$ cat config.mk
export PLATFORM = sky130hd
export DESIGN_NAME = quadratic_probe_hash_table
export DESIGN_NICKNAME = d
export VERILOG_FILES = /design/src/rtl/qpht_pkg.sv /design/src/rtl/qpht_ctrl.sv /design/src/rtl/qpht_dp.sv /design/src/rtl/quadratic_probe_hash_table.sv
export VERILOG_INCLUDE_DIRS = /design/src /design/src/rtl
export SDC_FILE = /design/constraint.sdc
export NUM_CORES = 1
export LEC_CHECK = 0
export ABC_CLOCK_PERIOD_IN_PS = 12500
export BUFFER_PORTS_ARGS = -buffer_cell sky130_fd_sc_hd__buf_2
export CORE_ASPECT_RATIO = 0.7
export CORE_MARGIN = 5
export CORE_UTILIZATION = 45
export CTS_CLUSTER_SIZE = 14
export DETAILED_ROUTE_END_ITERATION = 8
export HOLD_SLACK_MARGIN = 0.08
export PLACE_DENSITY = 0.66
export SETUP_SLACK_MARGIN = 0.3
export SYNTH_ARGS = -nofsm -noshare
export SYNTH_HDL_FRONTEND = slang
export SYNTH_HIERARCHICAL = 1
export SYNTH_SLANG_ARGS = --single-unit
export TNS_END_PERCENT = 30
$ cat constraint.sdc
create_clock -name clk -period 12.5 [get_ports clk]
set_input_delay 2.5 -clock clk [delete_from_list [all_inputs] [get_ports clk]]
set_output_delay 2.5 -clock clk [all_outputs]
set_load 0.02 [all_outputs]
$ cat src/rtl/quadratic_probe_hash_table_assert.svh
// Assertion helpers for the hash table blocks.
// Every macro samples on the rising edge of clk and is disabled during rst.
`ifndef QUADRATIC_PROBE_HASH_TABLE_ASSERT_SVH
`define QUADRATIC_PROBE_HASH_TABLE_ASSERT_SVH

// The condition holds at every edge.
`define QPHT_ASSERT_ALWAYS(lbl, expr) \
  lbl: assert property (@(posedge clk) disable iff (rst) (expr)) \
    else $error("%m: invariant failed");

// The consequent holds in the same cycle as the antecedent.
`define QPHT_ASSERT_IMPLY(lbl, ante, cons) \
  lbl: assert property (@(posedge clk) disable iff (rst) (ante) |-> (cons)) \
    else $error("%m: implication failed");

// The consequent holds in the cycle after the antecedent.
`define QPHT_ASSERT_NEXT(lbl, ante, cons) \
  lbl: assert property (@(posedge clk) disable iff (rst) (ante) |=> (cons)) \
    else $error("%m: next-cycle check failed");

`endif

$ cat src/rtl/qpht_pkg.sv
`default_nettype none

package qpht_pkg;

  // Table geometry; the slot count is a power of two, so modulo is a wrap
  localparam int TABLE_SLOTS = 16;
  localparam int SLOT_W      = $clog2(TABLE_SLOTS);
  localparam int CNT_W       = $clog2(TABLE_SLOTS + 1);
  localparam int KEY_W       = 32;

  // Operation codes carried on the input tuser
  localparam logic OP_INSERT = 1'b0;
  localparam logic OP_SEARCH = 1'b1;

  // Result status codes
  typedef enum logic [1:0] {
    RES_INSERTED  = 2'd0,
    RES_FOUND     = 2'd1,
    RES_NOT_FOUND = 2'd2,
    RES_FULL      = 2'd3
  } res_status_t;

  // Controller states
  typedef enum logic [3:0] {
    ST_IDLE  = 4'b0001,
    ST_PRIME = 4'b0010,
    ST_CHECK = 4'b0100,
    ST_OUT   = 4'b1000
  } state_t;

  // Commands from controller to datapath
  typedef struct packed {
    logic        load;       // capture key and start the probe sequence
    logic        advance;    // read the current probe slot and step on
    logic        write;      // store key into the slot under check
    logic        finish;     // capture result status and slot
    logic        take_slot;  // result slot is the slot under check
    res_status_t code;
  } cmd_t;

  // Status from datapath to controller
  typedef struct packed {
    logic full;       // occupancy has reached the slot count
    logic slot_used;  // slot under check holds a key
    logic key_match;  // key in slot under check equals the item key
    logic last_probe; // slot under check is the final probe
    logic search;     // current item is a search
  } dp_sts_t;

endpackage

`default_nettype wire

$ cat src/rtl/qpht_ctrl.sv
`default_nettype none

module qpht_ctrl (
  input  wire logic             clk,
  input  wire logic             rst,
  input  wire logic             in_valid,
  input  wire logic             in_op,
  output logic                  in_ready,
  output logic                  out_valid,
  input  wire logic             out_ready,
  input  wire qpht_pkg::dp_sts_t sts,
  output qpht_pkg::cmd_t        cmd
);

  qpht_pkg::state_t state, state_next;

  // State register
  always_ff @(posedge clk) begin
    if (rst) begin
      state <= qpht_pkg::ST_IDLE;
    end else begin
      state <= state_next;
    end
  end

  // Next state and commands
  always_comb begin
    state_next    = state;
    cmd           = '0;
    cmd.code      = qpht_pkg::RES_NOT_FOUND;
    case (state)
      qpht_pkg::ST_IDLE: begin
        if (in_valid) begin
          cmd.load = 1'b1;
          if (in_op == qpht_pkg::OP_INSERT && sts.full) begin
            cmd.finish = 1'b1;
            cmd.code   = qpht_pkg::RES_FULL;
            state_next = qpht_pkg::ST_OUT;
          end else begin
            state_next = qpht_pkg::ST_PRIME;
          end
        end
      end
      qpht_pkg::ST_PRIME: begin
        // fetch the home slot
        cmd.advance = 1'b1;
        state_next  = qpht_pkg::ST_CHECK;
      end
      qpht_pkg::ST_CHECK: begin
        if (!sts.search) begin
          if (!sts.slot_used) begin
            cmd.write     = 1'b1;
            cmd.finish    = 1'b1;
            cmd.take_slot = 1'b1;
            cmd.code      = qpht_pkg::RES_INSERTED;
            state_next    = qpht_pkg::ST_OUT;
          end else if (sts.last_probe) begin
            cmd.finish = 1'b1;
            cmd.code   = qpht_pkg::RES_FULL;
            state_next = qpht_pkg::ST_OUT;
          end else begin
            cmd.advance = 1'b1;
          end
        end else begin
          if (!sts.slot_used || (sts.last_probe && !sts.key_match)) begin
            cmd.finish = 1'b1;
            cmd.code   = qpht_pkg::RES_NOT_FOUND;
            state_next = qpht_pkg::ST_OUT;
          end else if (sts.key_match) begin
            cmd.finish    = 1'b1;
            cmd.take_slot = 1'b1;
            cmd.code      = qpht_pkg::RES_FOUND;
            state_next    = qpht_pkg::ST_OUT;
          end else begin
            cmd.advance = 1'b1;
          end
        end
      end
      qpht_pkg::ST_OUT: begin
        if (out_ready) begin
          state_next = qpht_pkg::ST_IDLE;
        end
      end
      default: begin
        state_next = qpht_pkg::ST_IDLE;
      end
    endcase
  end

  assign in_ready  = (state == qpht_pkg::ST_IDLE);
  assign out_valid = (state == qpht_pkg::ST_OUT);

endmodule

`default_nettype wire

$ cat src/rtl/qpht_dp.sv
`default_nettype none

module qpht_dp (
  input  wire logic                         clk,
  input  wire logic                         rst,
  input  wire qpht_pkg::cmd_t               cmd,
  input  wire logic                         in_op,
  input  wire logic [qpht_pkg::KEY_W-1:0]   in_key,
  output qpht_pkg::dp_sts_t                 sts,
  output qpht_pkg::res_status_t             res_status,
  output logic [qpht_pkg::SLOT_W-1:0]       res_slot,
  output logic [qpht_pkg::CNT_W-1:0]        fill
);

  logic [qpht_pkg::KEY_W-1:0]  slot_keys [qpht_pkg::TABLE_SLOTS];
  logic [qpht_pkg::TABLE_SLOTS-1:0] slot_valid;

  logic [qpht_pkg::KEY_W-1:0]  key_q;
  logic                        op_q;
  logic [qpht_pkg::SLOT_W-1:0] probe;      // slot to fetch next
  logic [qpht_pkg::SLOT_W-1:0] step;       // 2i+1, distance to next square
  logic [qpht_pkg::SLOT_W-1:0] probe_idx;  // probe number of probe
  logic [qpht_pkg::SLOT_W-1:0] chk_slot;   // slot whose contents are in rd_*
  logic [qpht_pkg::SLOT_W-1:0] chk_idx;
  logic [qpht_pkg::KEY_W-1:0]  rd_key;
  logic                        rd_vld;

  // Probe sequencing: (i+1)^2 = i^2 + 2i + 1, wrapping at the slot count
  always_ff @(posedge clk) begin
    if (cmd.load) begin
      key_q     <= in_key;
      op_q      <= in_op;
      probe     <= in_key[qpht_pkg::SLOT_W-1:0];
      step      <= qpht_pkg::SLOT_W'(1);
      probe_idx <= '0;
    end else if (cmd.advance) begin
      probe     <= probe + step;
      step      <= step + qpht_pkg::SLOT_W'(2);
      probe_idx <= probe_idx + qpht_pkg::SLOT_W'(1);
      chk_slot  <= probe;
      chk_idx   <= probe_idx;
    end
  end

  // Key store: registered read of the probed slot, write of a new key
  always_ff @(posedge clk) begin
    if (cmd.advance) begin
      rd_key <= slot_keys[probe];
    end
    if (cmd.write) begin
      slot_keys[chk_slot] <= key_q;
    end
  end

  // Valid bits and occupancy
  always_ff @(posedge clk) begin
    if (rst) begin
      slot_valid <= '0;
      fill       <= '0;
      rd_vld     <= 1'b0;
    end else begin
      if (cmd.advance) begin
        rd_vld <= slot_valid[probe];
      end
      if (cmd.write) begin
        slot_valid[chk_slot] <= 1'b1;
        fill                 <= fill + qpht_pkg::CNT_W'(1);
      end
    end
  end

  // Result capture
  always_ff @(posedge clk) begin
    if (cmd.finish) begin
      res_status <= cmd.code;
      res_slot   <= cmd.take_slot ? chk_slot : '0;
    end
  end

  assign sts.full       = (fill == qpht_pkg::CNT_W'(qpht_pkg::TABLE_SLOTS));
  assign sts.slot_used  = rd_vld;
  assign sts.key_match  = (rd_key == key_q);
  assign sts.last_probe = (chk_idx == qpht_pkg::SLOT_W'(qpht_pkg::TABLE_SLOTS - 1));
  assign sts.search     = (op_q == qpht_pkg::OP_SEARCH);

`include "quadratic_probe_hash_table_assert.svh"

  `QPHT_ASSERT_ALWAYS(a_fill_tracks_valid, $countones(slot_valid) == int'(fill))
  `QPHT_ASSERT_IMPLY(a_write_empty_slot, cmd.write, !rd_vld && !slot_valid[chk_slot])
  `QPHT_ASSERT_NEXT(a_write_bumps_fill, cmd.write, fill == $past(fill) + qpht_pkg::CNT_W'(1))

endmodule

`default_nettype wire

$ cat src/rtl/quadratic_probe_hash_table.sv
// An insert into a full table gives its result in the cycle after the transfer; otherwise
// the home slot is fetched, then one slot is checked per probe made (1 to 16 probes).
// Throughput: one item at a time; the next transfer is taken the cycle after the
// result transfer. One probe per cycle, set by the single read port of the key store.
// Reset clears the controller, all slot valid bits and the occupancy count at once.
`default_nettype none

module quadratic_probe_hash_table (
  input  wire logic        clk,
  input  wire logic        rst,
  input  wire logic        s_tvalid,
  output logic             s_tready,
  input  wire logic [31:0] s_tdata,   // [31:0] key
  input  wire logic [0:0]  s_tuser,   // [0] operation
  output logic             m_tvalid,
  input  wire logic        m_tready,
  output logic [15:0]      m_tdata,   // [3:0] slot, [8:4] occupied, [15:9] zero
  output logic [1:0]       m_tuser    // [1:0] status
);

  qpht_pkg::cmd_t                   cmd;
  qpht_pkg::dp_sts_t                sts;
  qpht_pkg::res_status_t            res_status;
  logic [qpht_pkg::SLOT_W-1:0]      res_slot;
  logic [qpht_pkg::CNT_W-1:0]       fill;

  qpht_ctrl u_ctrl (
    .clk       (clk),
    .rst       (rst),
    .in_valid  (s_tvalid),
    .in_op     (s_tuser[0]),
    .in_ready  (s_tready),
    .out_valid (m_tvalid),
    .out_ready (m_tready),
    .sts       (sts),
    .cmd       (cmd)
  );

  qpht_dp u_dp (
    .clk        (clk),
    .rst        (rst),
    .cmd        (cmd),
    .in_op      (s_tuser[0]),
    .in_key     (s_tdata),
    .sts        (sts),
    .res_status (res_status),
    .res_slot   (res_slot),
    .fill       (fill)
  );

  // Pack the result
  assign m_tdata = {7'd0, 5'(fill), 4'(res_slot)};
  assign m_tuser = res_status;

endmodule

`default_nettype wire

==> results.json <==
{
  "core_area_sq_um": 52400,
  "numCtsBuffers": 55,
  "clock_latency_ps": 590,
  "holdWs_ps": 470,
  "yosys_register_bits": 628,
  "initial_core_util_pct": 45.5,
  "cp_max_fo": 9,
  "via_count": 10800,
  "peakVddDrop_mv": 0.117,
  "synthArstFlopShare_pct": 0,
  "ys_seq_area_share_pct": 77.7,
  "yosys_warnings": 6,
  "tns_ps": 0,
  "ant_nets": 0,
  "syn_area_sq_um": 23800,
  "chipWidth_um": 285,
  "cts_max_path_buffers": 3,
  "vias_per_cell": 5.77,
  "fin_nets": 1184,
  "grtUsageTotal_pct": 17.0,
  "ctsResizeCount": 0,
  "drt_iter0_drc": 1094,
  "antenna_cells": 0,
  "ios": 57,
  "p_leak_nw": 8.33,
  "rsz0062_at_grt": "no",
  "yosys_most_used_dff": "edfxtp_1",
  "cts.hold.buffers_added": 0,
  "hold_violations": 0,
  "max-slew-margin-rel_pct": 27.4,
  "syn2layout_area_growth_pct": 11.4,
  "switching_share_pct": 21.7,
  "layout-drive-gt1-share_pct": 27.8,
  "drt-total-wl_mm": 49.2,
  "max_cap_viol_count": 0,
  "final.setup_skew_ps": 29.2,
  "grt_max_degree": 104,
  "end_kind": "output port",
  "clk_pin_slew_worst_paths_ps": 60,
  "place_hpwl_mm": 25.5,
  "cts_setup_buffers": 0,
  "setup_viol": 0,
  "cp-start-kind": "flop",
  "routedWlPerCell_um": 26.4,
  "synth_edf_count": 595,
  "comb_power_share_pct": 8.3,
  "rows": 70,
  "drv_slew": 0,
  "htree_levels": 2,
  "route.detailed.drc": 0,
  "cts_tree": "done",
  "ys_types": 47,
  "final_core_util_pct": 50.7,
  "required_ps": 10000,
  "max_freq_ghz": 0.237,
  "p_switching_w": 0.000930,
  "die_h_um": 203,
  "synth_area_per_cell_sq_um": 22.6,
  "cts-root-buf": "clkbuf_16",
  "power_density_nw_per_um2": 161,
  "synth_cells": 1056,
  "finalPower_w": 0.00428,
  "crit_type": "flop to output port",
  "period_share_pct": 33.8,
  "overflow": 0,
  "grt_first_pass_wirelength_mm": 73.4,
  "crit_arrival_ps": 1720,
  "antenna_found_initial": 0,
  "clkPwrFrac_pct": 35.8,
  "drt_pre_antenna_iters": 5,
  "pwr-share-seq_pct": 55.8,
  "min_path_type": "flop to flop",
  "port_buffers": 49,
  "cts.sinks": 628,
  "die_area_sq_um": 57800,
  "worstMarginPinSlew_ps": 1080,
  "outcome": "completed",
  "grt_pass1_vias": 10900,
  "intPower_w": 0.00335,
  "final.min_clock_period_ps": 4220,
  "place.gp.congestion": 0.759
}
cells by family after synthesis:
group,after synthesis,synth area share [%]
simple gates,124,2.62
flops,628,77.7
buf+inv,61,1.41
mux,170,15.6
xor+xnor,44,1.62
compound gates,21,0.598
other cells,1,0.0157
fa+ha+maj,7,0.399
metrics by stage:
| stage | cells | instance area [sq um] | worst slack [ps] |
|---|---|---|---|
| floorplan | 1062 | 23900 | 7870 |
| global placement | 1767 | 25000 | 8390 |
| detailed placement | 1767 | 25000 | 8310 |
| CTS | 1867 | 26600 | 8250 |
| global route | 1867 | 26600 | 8130 |
| finish | 1867 | 26600 | 8280 |
area by class of cell:
type	count	area [sq um]
fill	4099	25800
sequential	628	18500
multi-input combinational	373	5120
clock buffer	79	1480
tap	684	856
timing repair buffer	74	445
clock inverter	21	110
inverter	8	30.0
metal layers:
metal	vias up	global-route usage, %	wire [um]
met1	5788	27.7	22700
met2	392	25.1	22300
li1	4532	-	-
met3	60	2.59	3520
met4	0	2.76	719
met5	-	0	0
cells in the final DEF, fill, tap and decap left out, types with 3 or more instances in the layout:
cell type / netlist / layout
edfxtp_1: 595 / 595
mux4_2: 162 / 162
clkbuf_16: 0 / 55
buf_2: 11 / 49
nor2_1: 61 / 49
xor2_1: 40 / 40
dfxtp_1: 33 / 33
buf_4: 9 / 24
clkbuf_1: 17 / 23
nor2_4: 0 / 12
nand2_1: 11 / 10
clkinv_2: 0 / 9
clkinv_1: 0 / 8
nor4_1: 8 / 8
conb_1: 1 / 7
inv_1: 8 / 7
mux2i_1: 7 / 7
and2_1: 6 / 6
o21ai_0: 6 / 6
ha_1: 6 / 6
nand4_1: 5 / 5
inv_6: 0 / 4
nor2b_1: 4 / 4
nand3_1: 4 / 4
nor3_2: 0 / 4
xnor2_1: 4 / 4
nor4b_1: 3 / 3
nand2b_1: 3 / 3
nand3b_1: 3 / 3
critical path, cell delays in order, from the launching register on:
cell	delay, ps
dfxtp_1	480
nor4b_1	420
buf_2	250
synthesized netlist by cell type (7+ instances only):
cell,n,area (sq um)
xor2_1,40,350
buf_6,8,90.1
dfxtp_1,33,661
mux2i_1,7,70.1
buf_2,11,55.1
buf_1,8,30.0
nor2_1,61,229
clkbuf_1,17,63.8
inv_1,8,30.0
nand2_1,11,41.3
nor4_1,8,50.1
edfxtp_1,595,17900
buf_4,9,67.6
mux4_2,162,3650
power by group through the flow:
stage | clock, W | sequential [W] | combinational (W)
3_3_place_gp | 0 | 0.00243 | 0.000360
6_report | 0.00153 | 0.00239 | 0.000357
5_1_grt | 0.00165 | 0.00240 | 0.000384
2_1_floorplan | 0 | 0.00242 | 0.000284
3_5_place_dp | 0 | 0.00244 | 0.000363
4_1_cts | 0.00157 | 0.00239 | 0.000364
registers in the layout, indices dropped and copies added, names as in the netlist:
name and cells:
u_dp/res_slot 4, u_dp/rd_vld 1, u_dp/op_q 1, u_dp/probe 4, u_dp/step 3, u_dp/slot_valid 16
u_ctrl/state 4, u_dp/chk_slot 4, u_dp/key_q 32, u_dp/res_status 2, u_dp/slot_keys 512, u_dp/fill 5
u_dp/chk_idx 4, u_dp/rd_key 32, u_dp/probe_idx 4
path summary, 6_finish.rpt:
path | from | to | slack [ps] | cells after the start
max reg2reg | u_ctrl/state[2]$_SDFFE_PP0P_ | u_dp/slot_keys[8][17]$_DFFE_PP_ | 8390 | 5
max | u_ctrl/state[0]$_SDFFE_PP1P_ | s_tready | 8280 | 2
min | u_dp/probe_idx[3]$_SDFFE_PP0P_ | u_dp/chk_idx[3]$_DFFE_PP_ | 470 | 0
min reg2reg | u_dp/probe_idx[3]$_SDFFE_PP0P_ | u_dp/chk_idx[3]$_DFFE_PP_ | 470 | 0
Power figures use the tool's default switching activity.
